`src/hw/rtl/orf_pkg.sv`:
```
// Shared types, constants and helpers for the overwriting ring FIFO.
`default_nettype none
package orf_pkg;

    localparam int DEPTH      = 256;
    localparam int DATA_WIDTH = 32;
    localparam int PTR_W      = $clog2(DEPTH);
    localparam int CNT_W      = PTR_W + 1;

    typedef enum logic [1:0] {
        FUNC_PUT    = 2'd0,
        FUNC_GET    = 2'd1,
        FUNC_CLEAR  = 2'd2,
        FUNC_STATUS = 2'd3
    } func_t;

    typedef struct packed {
        logic                  we;
        logic [PTR_W-1:0]      waddr;
        logic [DATA_WIDTH-1:0] wdata;
        logic                  re;
        logic [PTR_W-1:0]      raddr;
    } mem_req_t;

    typedef struct packed {
        logic             done;
        logic             read_valid;
        logic [CNT_W-1:0] fill_count;
        logic [CNT_W-1:0] high_water;
        logic             is_full;
        logic             not_empty;
    } result_t;

    // Advance a pointer, wrapping at the capacity in use.
    function automatic logic [PTR_W-1:0] step_ptr(input logic [PTR_W-1:0] p,
                                                  input logic [CNT_W-1:0] cap);
        logic [CNT_W-1:0] n;
        n = {1'b0, p} + CNT_W'(1);
        if (n >= cap)
            return '0;
        return n[PTR_W-1:0];
    endfunction

endpackage
`default_nettype wire

```
`src/hw/rtl/orf_ctrl.sv`:
```
// Pointer, count and high-water control with the capacity register.
`default_nettype none
module orf_ctrl (
    input  wire logic                               clk,
    input  wire logic                               rst_n,
    input  wire logic                               accept,
    input  wire logic [1:0]                         func,
    input  wire logic [orf_pkg::DATA_WIDTH-1:0]     put_word,
    input  wire logic                               cfg_wr_en,
    input  wire logic [orf_pkg::CNT_W-1:0]          cfg_wr_data,
    output orf_pkg::mem_req_t                       mem_req,
    output orf_pkg::result_t                        result
);

    logic [orf_pkg::CNT_W-1:0] cap_reg;
    logic [orf_pkg::PTR_W-1:0] wptr_reg, wptr_next;
    logic [orf_pkg::PTR_W-1:0] rptr_reg, rptr_next;
    logic [orf_pkg::CNT_W-1:0] held_reg, held_next;
    logic [orf_pkg::CNT_W-1:0] peak_reg, peak_next;
    logic [orf_pkg::CNT_W-1:0] cap_eff;
    logic [orf_pkg::CNT_W:0]   held_inc;
    logic                      rd_ok;
    orf_pkg::result_t          result_reg, result_next;
    orf_pkg::func_t            op;

    assign op = orf_pkg::func_t'(func);

    always_comb
    begin
        if (cap_reg == '0)
            cap_eff = orf_pkg::CNT_W'(1);
        else if (cap_reg > orf_pkg::CNT_W'(orf_pkg::DEPTH))
            cap_eff = orf_pkg::CNT_W'(orf_pkg::DEPTH);
        else
            cap_eff = cap_reg;
    end

    always_comb
    begin
        wptr_next = wptr_reg;
        rptr_next = rptr_reg;
        held_next = held_reg;
        peak_next = peak_reg;
        rd_ok     = 1'b0;
        held_inc  = {1'b0, held_reg} + (orf_pkg::CNT_W + 1)'(1);

        mem_req.we    = 1'b0;
        mem_req.waddr = wptr_reg;
        mem_req.wdata = put_word;
        mem_req.re    = 1'b0;
        mem_req.raddr = rptr_reg;

        if (accept)
        begin
            case (op)
                orf_pkg::FUNC_PUT:
                begin
                    mem_req.we = 1'b1;
                    wptr_next  = orf_pkg::step_ptr(wptr_reg, cap_eff);
                    // full: oldest entry is overwritten, read side moves on
                    if (held_reg >= cap_eff)
                        rptr_next = orf_pkg::step_ptr(rptr_reg, cap_eff);
                    if (held_inc > {1'b0, cap_eff})
                        held_next = cap_eff;
                    else
                        held_next = held_inc[orf_pkg::CNT_W-1:0];
                    if (held_next > peak_reg)
                        peak_next = held_next;
                end
                orf_pkg::FUNC_GET:
                begin
                    if (held_reg != '0)
                    begin
                        rd_ok      = 1'b1;
                        mem_req.re = 1'b1;
                        rptr_next  = orf_pkg::step_ptr(rptr_reg, cap_eff);
                        held_next  = held_reg - orf_pkg::CNT_W'(1);
                    end
                end
                orf_pkg::FUNC_CLEAR:
                begin
                    wptr_next = '0;
                    rptr_next = '0;
                    held_next = '0;
                    peak_next = '0;
                end
                default:
                begin
                end
            endcase
        end

        result_next.done       = accept;
        result_next.read_valid = rd_ok;
        result_next.fill_count = held_next;
        result_next.high_water = peak_next;
        result_next.is_full    = (held_next >= cap_eff);
        result_next.not_empty  = (held_next != '0);
    end

    always_ff @(posedge clk or negedge rst_n)
    begin
        if (!rst_n)
        begin
            cap_reg    <= orf_pkg::CNT_W'(orf_pkg::DEPTH);
            wptr_reg   <= '0;
            rptr_reg   <= '0;
            held_reg   <= '0;
            peak_reg   <= '0;
            result_reg <= '0;
        end
        else
        begin
            if (cfg_wr_en)
                cap_reg <= cfg_wr_data;
            wptr_reg   <= wptr_next;
            rptr_reg   <= rptr_next;
            held_reg   <= held_next;
            peak_reg   <= peak_next;
            result_reg <= result_next;
        end
    end

    assign result = result_reg;

endmodule
`default_nettype wire

```
`config.mk`:
```
export PLATFORM = sky130hd
export DESIGN_NAME = orf_ctrl
export DESIGN_NICKNAME = d
export VERILOG_FILES = /design/src/hw/rtl/orf_pkg.sv /design/src/hw/rtl/orf_ctrl.sv
export SDC_FILE = /design/constraint.sdc
export NUM_CORES = 1
export LEC_CHECK = 0
export BUFFER_PORTS_ARGS = -buffer_cell sky130_fd_sc_hd__buf_2
export CAP_MARGIN = 15
export CORE_MARGIN = 5
export CORE_UTILIZATION = 37
export DETAILED_ROUTE_END_ITERATION = 10
export MAX_ROUTING_LAYER = met4
export PLACE_DENSITY_LB_ADDON = 0.15
export SYNTH_ARGS = -nofsm -noshare
export SYNTH_HDL_FRONTEND = slang
export SYNTH_SLANG_ARGS = --single-unit
export TNS_END_PERCENT = 1
```
`constraint.sdc`:
```
create_clock -name clk -period 8 [get_ports clk]
set_input_delay 0 -clock clk [delete_from_list [all_inputs] [get_ports clk]]
set_output_delay 0 -clock clk [all_outputs]
set_load 0.02 [all_outputs]
```
== After elaboration in Yosys (flattened, before gate mapping) ==
Cells that the tools add are included.
Cells by class
  mux-type cells: 34
  order comparisons: 7
  add/subtract/negate cells: 4
  equal/unequal tests: 5
  reductions and logical operators: 9
Operators by type and width (count)
  $mux W9: 8
  $mux W8: 7
  $ge A9 B9 Y1: 4
  $pmux W9 S3: 1
  $pmux W8 S3: 1
  $add A8 B1 Y9 const B: 2
  $pmux W9 S2: 1
  $reduce_bool A9 Y1: 2
  $pmux W8 S2: 1
  $mux W1: 15
  $add A9 B1 Y10 const B: 1
  $gt A10 B9 Y1: 1
  $gt A9 B9 Y1: 1
  $gt A9 B9 Y1 const B: 1
  $logic_not A9 Y1: 1
  $sub A9 B1 Y9 const B: 1
  $ne A2 B2 Y1 const B: 3
  $reduce_and A4 Y1: 1
  $reduce_and A3 Y1: 1
  $reduce_bool A3 Y1: 1
  $eq A2 B1 Y1 const B: 1
  $eq A2 B2 Y1 const B: 1
  $logic_not A2 Y1: 1
  $reduce_and A2 Y1: 1
  $reduce_bool A2 Y1: 1
Storage, ports and cells
  input bits: 47
  register bits after elaboration: 47
  output and inout port bits: 72

== Longest topological paths before layout ==
Gate-level depths: netlist of the first run.
  word-level depth: 11
  mapped depth: 22

== Worst setup path before layout of the first run ==
Ideal clock, no wire load.
  kind: flip-flop to flip-flop
  from: reg result[12] (netlist name)
  to: reg result_reg, in the netlist result[10]
  data arrival time: 4576 ps
  slack: 3300 ps
  cell stages (with the launch flop): 21
  cell sequence: dfrtp_1 ha_1 nand2_1 nor3_1 xor2_1 ha_1 a21oi_1 nand2_1 o31ai_4 nand2_4 mux2i_1 inv_1 ha_1 nor2b_1 o21a_1 o21a_1 o21ai_0 a21oi_1 o21a_1 o41ai_2 mux2_2
RTL lines
  to (signal assigned): RTL line orf_ctrl.sv:120  | result_reg <= result_next;
  to (decl): RTL line orf_ctrl.sv:23  | orf_pkg::result_t result_reg, result_next;

== Worst setup path after layout of the first run ==
  from: reg cap_reg[6] (netlist name)
  to: reg result_reg, in the netlist result[9]
Between the ends
  longest elaborated chain between the ends: 10
  elaborated cells between the ends (all ways): 13
  classes of those cells: 3 x order compare; 1 x eq/ne; 7 x mux; 2 x reduce/logical
Ends and longest elaborated chain
  from (decl): RTL line orf_ctrl.sv:15  | logic [orf_pkg::CNT_W-1:0] cap_reg;
  from (signal assigned): RTL line orf_ctrl.sv:105  | cap_reg <= orf_pkg::CNT_W'(orf_pkg::DEPTH);
  from (signal assigned): RTL line orf_ctrl.sv:115  | cap_reg <= cfg_wr_data;
  $gt A9 B9 Y1: RTL line orf_ctrl.sv:32  | else if (cap_reg > orf_pkg::CNT_W'(orf_pkg::DEPTH))
  $mux W9: RTL line orf_ctrl.sv:32
  $mux W9 (*): RTL line orf_ctrl.sv:30  | if (cap_reg == '0)
  $gt A10 B9 Y1: RTL line orf_ctrl.sv:63  | if (held_inc > {1'b0, cap_eff})
  $mux W9 (*): RTL line orf_ctrl.sv:63
  $mux W9 (*): RTL line orf_ctrl.sv:55  | case (op)
  $mux W9 (*): RTL line orf_ctrl.sv:53  | if (accept)
  $gt A9 B9 Y1: RTL line orf_ctrl.sv:67  | if (held_next > peak_reg)
  $ne A2 B2 Y1 (no line)
  $reduce_and A3 Y1 (no line)
Every way passes the cells marked *; elsewhere a longest branch is shown, timed or not. The select of a mux whose other input is x is not followed.
A chain may end at the register's enable or synchronous reset.

==> results of run 1 <==
worst min path at each step:
stage,to,slack (ns)
4_1_cts,mem_req[17],0.0001
5_1_grt,mem_req[40],0.00003
6_report,mem_req[14],0.000008
2_1_floorplan,cap_reg[0],-0.30
3_3_place_gp,mem_req[17],0.0001
3_5_place_dp,mem_req[17],0.0001
cells by family after synthesis:
logic type / synth area share [%]
xor gates and xnor gates: 4.095
and+or+nand+nor: 15.55
DFF: 28.97
buffers and inverters: 10.10
muxes: 7.020
adders and majority gates: 17.86
AOI/OAI and AO/OA: 16.41
cell type report:
| cell class | instances | area (um2) | share of cell area (%) |
|---|---|---|---|
| clock buffer | 6 | 82.58 | 1.844 |
| tap | 140 | 175.2 | 3.911 |
| sequential | 47 | 1177 | 26.28 |
| timing repair buffer | 69 | 412.9 | 9.218 |
| clock inverter | 2 | 35.03 | 0.7821 |
| multi-input combinational | 318 | 2476 | 55.28 |
| inverter | 32 | 120.1 | 2.682 |
stage by stage:
step | instance area [um2] | setup WS (ns)
after floorplan | 4064 | 3.300
after global placement | 4227 | 2.834
after detailed placement | 4227 | 2.751
after CTS | 4474 | 2.716
after global routing | 4479 | 2.317
final | 4479 | 2.786
synthesized netlist by cell type, drive strengths merged (2+ instances only):
library cell	n
nand4	5
nor2	23
o21ai	24
inv	32
xor2	9
clkbuf	8
a21o	11
nand3	16
nand3b	2
mux2i	6
a21boi	3
nor4	4
nor2b	11
o31ai	3
buf	34
nor3	10
mux2	20
and3	8
nand2b	8
nand2	21
o21a	6
a211o	3
dfrtp	46
or3	3
xnor2	10
a31oi	3
a22o	8
ha	58
o211ai	3
a21oi	22
a211oi	3
routing by layer:
layer	GRT usage (%)	share of wire (%)	vias to the layer above
met5	-	0	-
met4	6.573	2.4	0
met3	3.316	6.7	26
met2	25.57	44	114
met1	24.13	47	1513
li1	-	-	1608
report_power, final:
part	leakage [uW]	switching (uW)	internal [uW]
clock	0.0000612	88.6	101
sequential	0.000601	88.3	297
combinational	0.00160	530	384
repair_timing:
action,in CTS,in global routing
endpoints found under the hold margin,56,0
resized for setup,0,0
hold buffers,13,0
==> summary.md, run 1 <==
Setup repair after global routing left no endpoint under its margin. The root buffer cell chosen for the clock tree is clkbuf_8. The register with the most flip-flops in the layout has 22 of them. Walking the worst path, the cells encountered are nor4_1 -> a21oi_1 -> nor2_1 -> ha_1 -> nand3b_1 -> or3_1 -> o31ai_4 -> nand2_4 -> mux2i_1 -> inv_1 -> ha_1 -> nor2b_1 -> o21a_1 -> o21a_1 -> o21ai_0 -> a21oi_1 -> o21a_1 -> o41ai_2 -> mux2_2. The number of cells traversed by the worst register-to-register path is 19. For the HPWL reported at the end of detailed placement, the log shows 8244 um. At the pin with the least slew margin, the transition time is 1.057 ns. Startpoint of the tightest hold check path: put_word[5].

The count of endpoints failing hold in the final timing report was 0. The share of flip-flops with an asynchronous set or reset was 100.0%; the latest clock arrival within the worst-skew pair was 0.31 ns. Excluding fillers, the count of instances in the completed layout stands at 614. Counting flops and latches in the post-synthesis netlist gives 47. The run gives 0 as the final global-route overflow total. The critical path buffer and inverter count came out at 1.

The run gives 41.50% as the share of the core filled with cells. For the number of global-route vias before repair, the log shows 3,415. Entering global routing, the biggest net connects 48 pins. The number of antenna violations at the first check in global routing is 0. TritonCTS built the clock tree. Capturing element of the worst setup path: result[9]. The worst setup path is of the reg2reg kind. The run finished with clean final reports. In the final routed layout, each cell accounts on average for 17.28 um. The via total after detailed routing came out at 3,261.

The die covers 0.01318 mm2. In this run the worst hold path is classified as in2out. The first-pass GRT wire length came out at 17,800 um. The maximum clock frequency was 0.1918 GHz. The largest voltage drop on the vdd net is 0.1162 mV, and the count of buffers inserted at the top-level ports is 54. For the final database, setup skew stands at 0.01236 ns. For this design the ratio of total power to cell area is 332.6 mW/mm2.

The run gives 0 ns as the total negative slack. The number of enable flip-flop cells after synthesis was 0. The slowest stage of the critical path belongs to the cell o41ai_2. In the routed layout, each cell is associated on average with a via count of 5.311. The die boundary width was 114.8 um; the signed area change from the synthesized netlist to the final layout was 10.22%. Number of cells produced by synthesis: 439. After detailed placement, the design holds a cell count of 592. The run gives 5.42 ns as the data arrival time of the critical path. After clock tree synthesis, the clock-pin slew on the worst setup and hold paths is 0.09 ns.

Yosys attributes the largest share of cell area to dfrtp_1 (28%), ha_1 (18%), buf_4 (6.1%), mux2_2 (5.5%), inv_1 (3.0%). The biggest area contributor in the post-synthesis netlist is dfrtp_1. The cell area that synthesis handed to floorplanning was 0.004064 mm2. For the number of clock sinks, the log shows 47. In the synthesized netlist the dominant register cell turns out to be dfrtp_1. The I/O pin count came out at 119.

Once detail routing completed, the nets flagged for antenna violations numbered 0. Measured against its own limit, the worst slew margin works out to 28.76%. The cell family contributing the most delay on the critical path is compound AO/OA/AOI/OAI gates. The total setup violations reported at the end of the flow was 0. The tools report the number of core rows as 38.

STA classifies the critical path endpoint as a flip-flop. The tools report the detailed router's first-iteration violation count as 179. The endpoint identified for the worst register-to-register timing path is result[9].

Placeable core region: 0.01079 mm2. The top cell types in the final layout, fill and taps aside, are ha_1 (58), buf_2 (55), dfrtp_1 (46). The final hold slack was 0.000007769 ns; the routed wire length was 10,610 um. The worst register-to-register path begins at cap_reg[6]. The layout cell share with drive strength beyond 1 was 19.83%.

The cell repeated most along the worst path was o21a_1. The final layout contains 578 nets. The congestion estimate from routability-driven global placement came to 0.8756. The share of the clock period used by the worst path is 65.17%. STA classifies the critical path startpoint as a flip-flop. The largest fanout of any net on the critical path came out at 9. For this run, the register share of the synthesized area comes to 28.97%. For the finished layout, the period the worst path requires is 5.214 ns. The static power due to leakage was 0.002261 uW; the unique cell type count in the Yosys netlist was 54. The tools report the detailed-route DRC error count as 0. In this run the worst setup path begins at cap_reg[6].

The run gives 2 as the H-tree depth. The number of stages on the worst hold path works out to 0. The critical path runs through a total of 19 cells. Global routing consumed, over all layers together, 17.52% of the routing resources.

Number of inserted filler cells in the final layout: 1,087. Overall power consumption after layout is estimated at 1490 uW. The stage delay of the slowest cell on the critical path is 0.83 ns, and the number of warning messages in the yosys log is 0. Chip height: 114.8 um. The most common library cell in the layout ignoring fill and taps is ha_1. In this run the post-CTS setup repair buffer count came out at 0. The logs give 0 for the number of max-slew violations in the final report and 37.65% for the effective utilization at floorplan.

The clock passes through at most 2 buffers. The net count after synthesis was 544. For the number of buffers added by the clock tree synthesis step, the log shows 5.

Data on the critical path is required at its endpoint by 8.20 ns. The setup check on the worst reg-to-reg path leaves a slack of 2.79 ns. After synthesis, the mean cell area works out to 9.257 um2. Of the post-synthesis cell area, the dominant cell type holds 28.33%. The first detailed-routing pass took 4 iterations. 0 antenna diodes ended up in the layout.

Max-cap violations in this run came to 0.
Note: power is estimated with default switching activity, not from simulation.
==> run 2, diff against run 1 <==
==> constraint.sdc (replaced) <==
create_clock -name clk -period 4.8 [get_ports clk]
set_input_delay 0 -clock clk [delete_from_list [all_inputs] [get_ports clk]]
set_output_delay 0 -clock clk [all_outputs]
set_load 0.02 [all_outputs]
==> run 2 against run 1 <==
  * Largest power group unchanged
  * Critical path depth rose by 2
  * Sequential power rose by 57%
  * Clock skew rose by 0.0035 ns
  * Total power rose by 69%
  * Fmax rose by 17%
  * Global-route usage fell by 0.37 points
==> summary.md, run 2 (same netlist as run 1, synthesis figures left out) <==
The largest voltage drop on the vdd net came out at 0.1892 mV. For this design, the sink count on the clock tree is 47. Counting cells, the worst reg-to-reg path comes to 21.

Measured along the x axis, the die boundary spans 114.8 um. For the count of antenna diodes in the layout, the log shows 0. The tools report the full die area as 0.01318 mm2. For this run, the post-layout net count is 596.

The tools report the detailed-route DRC error count as 0. The slew at the pin with the worst max-slew slack works out to 0.7593 ns. For this design, the slowest cell found on the critical path is dfrtp_1. The smallest clock period supported by the final layout is computed as 4.467 ns. The number of core rows was 38. TritonCTS built the clock tree.

The routed wire length is 10,780 um. The number of flip-flops under the largest register name came out at 22. The run gives 0.31 ns as the latest clock arrival within the worst-skew pair.

After global routing the overflow that remains totals 0. The top cell types in the final layout, fill and taps aside, are ha_1 (58), buf_2 (54), dfrtp_1 (44). By startpoint and endpoint, the worst setup path is classified as reg2reg. The stage delay of the slowest cell on the critical path is 0.36 ns, and the areal power density over the cells is 550.0 mW/mm2. The worst path uses 93.07% of the clock period. The run gives 4.99 ns as the critical path required time. For this run, the share of the core covered by cells in the final layout is 42.50%. The data arrival time of the critical path is 4.66 ns. The setup check on the worst reg-to-reg path leaves a slack of 0.33 ns. STA classifies the critical path startpoint as a flip-flop. Setup repair after global routing left no endpoint under its margin. Static timing analysis puts the maximum clock frequency at 0.2239 GHz. Adding up every negative setup slack in the final design gives 0 ns.

The critical path ends at result[4]. The number of inserted filler cells in the final layout was 1,055. The signed area change from the synthesized netlist to the final layout works out to 12.87%.

The library cell used most frequently in the layout, excluding fill and tap cells, is ha_1. Cells with a size suffix above 1 make up 22.97% of the layout. Dividing the detail-routed via count by the number of cells gives 5.229. The number of buffers added by the clock tree synthesis step is 5, and the critical path depth in cells is 21. The count of endpoints failing hold in the final timing report was 0. The detailed router finished its first iteration with 162 violations. Number of max-slew violations in the final report: 0.

Measured against its own limit, the worst slew margin works out to 49.27%. The placeable core region was 0.01079 mm2; the number of antenna violations at the first check in global routing was 0. The tools report the final weighted congestion in routability-driven placement as 0.9360.

After clock tree synthesis, the clock-pin slew on the worst setup and hold paths is 0.08 ns. Dividing the detail-routed wire length by the instance count gives 17.06 um. The worst register-to-register path ends at result[4]. The tools report the maximum buffer depth of the clock tree as 2. The tree is rooted in a clkbuf_8.

Counting both buffers and inverters, the worst setup path holds a total of 2. Buffers placed on the I/O ports in this run total 54. The final route contains 3,305 vias.

In this run the worst setup path begins at result[11]. Once detailed placement completed, the half-perimeter wirelength came to 8559 um. The tightest min-delay check is of the in2out type. Of all nets on the critical path, the largest fanout is 8. Before antenna repair, the detailed router went through 4 iterations. Entering global routing, the biggest net connects 48 pins.

Setup violations remaining at the end of the flow were counted as 0. For this run, the total global-route usage over all layers was measured as 17.16%. The I/O pin count is 119. The number of global-route vias before repair came out at 3,322.

The post-route clock skew came out at 0.01588 ns. For this design the static power due to leakage is 0.002327 uW. The run gives 2 as the H-tree depth. For the first-pass GRT wire length, the log shows 17,330 um.

The detail route stage leaves a number of antenna-violating nets equal to 0. The initial utilization of the core area, before any placement, comes to 37.65%. Walking the worst path, the cells encountered are ha_1 -> nand2_1 -> nor3_1 -> xor2_1 -> ha_1 -> a21oi_1 -> nand2_1 -> o31ai_4 -> nand2_4 -> mux2i_2 -> inv_1 -> ha_1 -> nor2b_1 -> o21a_1 -> o21a_1 -> o21ai_0 -> a21oi_1 -> o21a_1 -> o41ai_2 -> buf_4 -> mux2_2. The cell type group with the largest total delay on the critical path was compound AO/OA/AOI/OAI gates. The flow ran to the end, and the final reports show no timing, DRC or antenna violations. The element type at the critical path end is a flip-flop. The tool flagged a number of max-cap violations equal to 0. In this run the critical register-to-register path is launched from result[11]. The chip height is 114.8 um.
run 2: changes by cell type in the layout (fill, tap and decap cells not counted), moves of 2 or more:
| cell | previous run | this run |
|---|---|---|
| buf_4 | 1 | 20 |
| clkbuf_1 | 0 | 2 |
| dfrtp_1 | 46 | 44 |
| dfrtp_2 | 0 | 2 |
run 2: area by class of cell:
cell class / count / area, um2 / share of cell area [%]
Inverter: 32 / 120.1 / 2.619
Timing Repair Buffer: 87 / 550.5 / 12.00
Tap cell: 140 / 175.2 / 3.819
Multi-Input combinational cell: 318 / 2480 / 54.06
Sequential cell: 47 / 1180 / 25.72
Clock inverter: 1 / 5.005 / 0.1091
Clock buffer: 7 / 76.32 / 1.664
run 2: power breakdown:
group | switching [uW] | internal, uW | leakage [uW] | total [uW]
registers | 107 | 497 | 0.000598 | 605
clock network | 140 | 103 | 0.0000422 | 243
logic | 942 | 733 | 0.00169 | 1680
run 2: timing repair:
action | 4_1_cts | 5_1_grt
hold buffers | 13 | 0
setup endpoints to repair | 0 | 9
buffers inserted | 0 | 1
hold endpoints to repair | 56 | 0
resized for setup | 0 | 3
run 2: how the worst min path moves through the flow:
stage | startpoint | depth (start not counted) | slack [ns] | to
3_3_place_gp | put_word[8] | 0 | 0.0001 | mem_req[17]
3_5_place_dp | put_word[8] | 0 | 0.0001 | mem_req[17]
2_1_floorplan | rst_n | 0 | -0.30 | cap_reg[0]
4_1_cts | put_word[8] | 0 | 0.0001 | mem_req[17]
5_1_grt | put_word[31] | 0 | 0.00003 | mem_req[40]
6_report | put_word[25] | 0 | 0.000009 | mem_req[34]
run 2: layer usage:
metal,vias up,routed length [um],GRT usage [%]
met5,-,0,-
met4,0,129,4.304
met3,20,691,2.737
met2,96,4949,27.01
met1,1544,5013,23.19
li1,1645,-,-
run 2: through the flow:
stage,worst slack (ns),hold slack (ns),cell area [um2],instances,power (uW)
floorplan,0.09970,-0.2956,4064,439,1766
global placement,0.2888,0.0001367,4362,610,2237
detailed placement,0.2280,0.0001367,4362,610,2251
CTS,0.1668,0.0001367,4573,631,2525
global route,0.03854,0.00002924,4587,632,2762
finish,0.3328,0.000008814,4587,632,2523
==> run 3, diff against run 2 <==
--- a/config.mk
+++ b/config.mk
@@ -11,7 +11,7 @@
 export CORE_UTILIZATION = 37
 export DETAILED_ROUTE_END_ITERATION = 10
 export MAX_ROUTING_LAYER = met4
-export PLACE_DENSITY_LB_ADDON = 0.15
+export PLACE_DENSITY_LB_ADDON = 0.25
 export SYNTH_ARGS = -nofsm -noshare
 export SYNTH_HDL_FRONTEND = slang
 export SYNTH_SLANG_ARGS = --single-unit
==> constraint.sdc (replaced) <==
create_clock -name clk -period 4.12 [get_ports clk]
set_input_delay 0 -clock clk [delete_from_list [all_inputs] [get_ports clk]]
set_output_delay 0 -clock clk [all_outputs]
set_load 0.02 [all_outputs]
==> run 3 against run 2 <==
  * The run now ends with negative setup slack left
  * Routed wire length increased by 6.9%
  * Flip-flop and latch count unchanged
  * Fmax up 2.1%
  * Setup slack got worse by 0.59 ns
  * Cell count is 8.9% higher
  * Core utilization increased by 5.1 points
  * Non-clock buffer count increased by 56
  * Clock skew hardly changed
  * Sequential power increased by 14%
  * Cell area rose by 12%
  * Worst hold slack is essentially flat
  * Largest cell class unchanged
  * Largest power group unchanged
==> summary.md, run 3 (same netlist as run 1, synthesis figures left out) <==
The run finished, with violations left. The final reports fail on negative setup slack. The effective utilization at floorplan came out at 37.65%. For this run, global-route usage on met3 was measured as 4.263%. The full die area is 0.01318 mm2, and the latest clock arrival within the worst-skew pair is 0.31 ns. The critical path required time is 4.32 ns, and the post-placement setup slack is -0.3902 ns.

The logs give 0 for the number of maximum-capacitance constraint violations and 47.58% for the share of the core filled with cells. The tools report the number of inserted filler cells in the final layout as 1,041. Number of max-slew violations in the final report: 0. The number of antenna violations at the first check in global routing is 0. In this run the clock root is driven by a clkbuf_8. In this run the worst hold path is classified as in2out. Data arrives at the worst endpoint at 4.58 ns. CTS built an H-tree with a depth of 2.

The logs give 3,786 for the number of global-route vias before repair and 0.01583 ns for the post-route clock skew. Switching part of the total power: 44.87%. Row generation in the floorplan step produced 38 rows. Via total after detailed routing: 3,618. The internal power of the cells totals 1884 uW. Derived from the worst setup path, the maximum achievable clock frequency is 0.2285 GHz. TritonCTS built the clock tree. The first global-routing pass estimated 19,000 um of wire.

The number of flip-flops under the largest register name is 22, and the stage delay of the slowest cell on the critical path is 0.39 ns. The critical path goes through ha_4 -> nand2_1 -> nor3_2 -> xor2_1 -> ha_1 -> nand3_1 -> a21oi_1 -> o31ai_4 -> nand2_4 -> mux2i_2 -> inv_1 -> ha_1 -> nor2b_1 -> o21a_1 -> o21a_1 -> o21ai_1 -> a21oi_1 -> o21a_1 -> o41ai_4 -> buf_4 -> mux2_2. Routed length per instance: 16.75 um. Grouping stages by cell kind, the critical path spends the most delay in compound AO/OA/AOI/OAI gates.

The detail route stage leaves a number of antenna-violating nets equal to 0. The signed area change from the synthesized netlist to the final layout was 26.35%; the share of the clock period used by the worst path was 106.2%. The number of clock sinks was 47; the total negative slack was -2.171 ns.

The start-to-end type of the worst setup path is reg2reg. In the routed layout, each cell is associated on average with a via count of 5.259. The analysis attributes to cell leakage a power of 0.002633 uW.

For this run, the post-layout net count is 652. The worst path in the final design needs a cycle of 4.376 ns, including I/O delays and setup. The number of buffers added by the clock tree synthesis step was 5.

For the placeable core region, the log shows 0.01079 mm2. The worst setup path is launched from a flip-flop. The count of endpoints failing hold in the final timing report is 0, and the areal power density over the cells is 665.6 mW/mm2. For the worst-case setup margin in the final layout, the log shows -0.2557 ns.

For the area used by multi-input combinational logic, the log shows 0.002581 mm2. The maximum buffer depth of the clock tree is 2. Sequential cells account for 20.2% of the total power. The run gives 0 as the final global-route overflow total.

Setup repair after global routing could not meet its margin everywhere. Counting both buffers and inverters, the worst setup path holds a total of 2. The final weighted congestion in routability-driven placement came out at 0.9534. The relative slew slack was 49.35%; the I/O pin count was 119. Detailed router's first-iteration violation count: 185.

The clock slew at the register clock pins of the worst setup and hold paths was 0.09 ns; the total setup violations reported at the end of the flow was 10. The HPWL after detailed placement is 8863 um. The largest individual stage delay along the critical path comes from the cell dfrtp_2. The highest-utilization routing layer at the global route stage was met2. Once placement finished, the instance area stood at 0.004762 mm2.

IR analysis of the VDD net gives a maximum drop of 0.2337 mV. Hold is met by 0.000007743 ns. In this design, the critical path's most frequently occurring cell is o21a_1. The slew at the pin with the worst max-slew slack was 0.7581 ns; the overall global routing resource usage was 18.64%. The layout cell share with drive strength beyond 1 was 33.94%; the count of buffers inserted at the top-level ports was 54.

In this run the horizontal extent of the chip is 114.8 um. The logs give 5 for the number of iterations in the first detailed-routing pass and 1534 uW for the switching power. The chip height was 114.8 um; the largest fanout of any net on the critical path was 4. The final design instance area without fill was 0.005135 mm2.

The library cell used most frequently in the layout, excluding fill and tap cells, is buf_4. 0 antenna diodes ended up in the layout. The register area came out at 0.001185 mm2. Leaving out fill and tap cells, the most frequent cells in the layout are buf_4 (75), ha_1 (55), buf_2 (54). The maximum number of pins on one net before global-route repair was 48. After detailed routing, the number of remaining DRC violations is 0. The final layout contains routed wiring with a total length of 11,530 um.

The met2 track demand over resource in global routing was 29.38%; the met1 capacity usage during global routing was 23.48%. Combinational power share: 70.7%. Of the total power, the clock network draws 9.1%. The element type at the critical path end is a flip-flop.
==> run 3: final cells by class <==
type / count / area share (%)
multi-input cells: 318 / 50.27
flip-flops and latches: 47 / 23.08
repair buffers: 143 / 18.98
well taps: 140 / 3.411
inverters: 32 / 2.339
clock buffers: 6 / 1.608
clock inverters: 2 / 0.3168
==> run 3: layer usage <==
| metal | wire length, um | share of wire (%) | vias to the layer above |
|---|---|---|---|
| met5 | 0 | 0 | - |
| met4 | 332 | 2.9 | 0 |
| met3 | 692 | 6.0 | 36 |
| met2 | 5349 | 46 | 109 |
| met1 | 5152 | 45 | 1712 |
| li1 | - | - | 1761 |
==> run 3: what timing repair did <==
item,CTS,global route
gates resized for setup,13,5
cloned,1,0
setup endpoints to repair,10,11
hold buffers,13,0
setup buffers,9,0
pin swaps,10,1
endpoints found under the hold margin,56,0
==> run 3: worst reg2reg max path, stage by stage (launching register included) <==
cell,delay [ns]
dfrtp_2,0.39
ha_4,0.15
nand2_1,0.09
nor3_2,0.20
xor2_1,0.23
ha_1,0.30
nand3_1,0.18
a21oi_1,0.10
o31ai_4,0.30
nand2_4,0.09
mux2i_2,0.20
inv_1,0.06
ha_1,0.28
nor2b_1,0.13
o21a_1,0.16
o21a_1,0.17
o21ai_1,0.16
a21oi_1,0.09
o21a_1,0.20
o41ai_4,0.27
buf_4,0.20
mux2_2,0.33
==> run 3: metrics by stage <==
stage                     std cells  total power, uW
after floorplan                 439             2111
after global placement          657             2879
after detailed placement        657             2933
after CTS                       688             3412
after global routing            688             3730
final                           688             3418
==> run 3: final timing paths <==
kind                         startpoint          end  slack (ns)  depth (start not counted)
max in group asynchronous         rst_n   result[13]        3.33                          3
max reg2reg                  result[11]    result[6]       -0.26                         21
min reg2reg                  cap_reg[0]   cap_reg[0]        0.51                          1
min in group asynchronous         rst_n   cap_reg[6]        0.33                          3
max                          result[11]    result[6]       -0.26                         21
min                        put_word[15]  mem_req[24]    0.000008                          0
==> run 3: power by group through the flow <==
stage                     clock, uW  combinational (uW)  sequential (uW)
after floorplan                   0                1270              841
after global placement            0                2170              707
after detailed placement          0                2220              714
after CTS                       328                2390              691
after global routing            343                2680              709
final                           310                2420              691
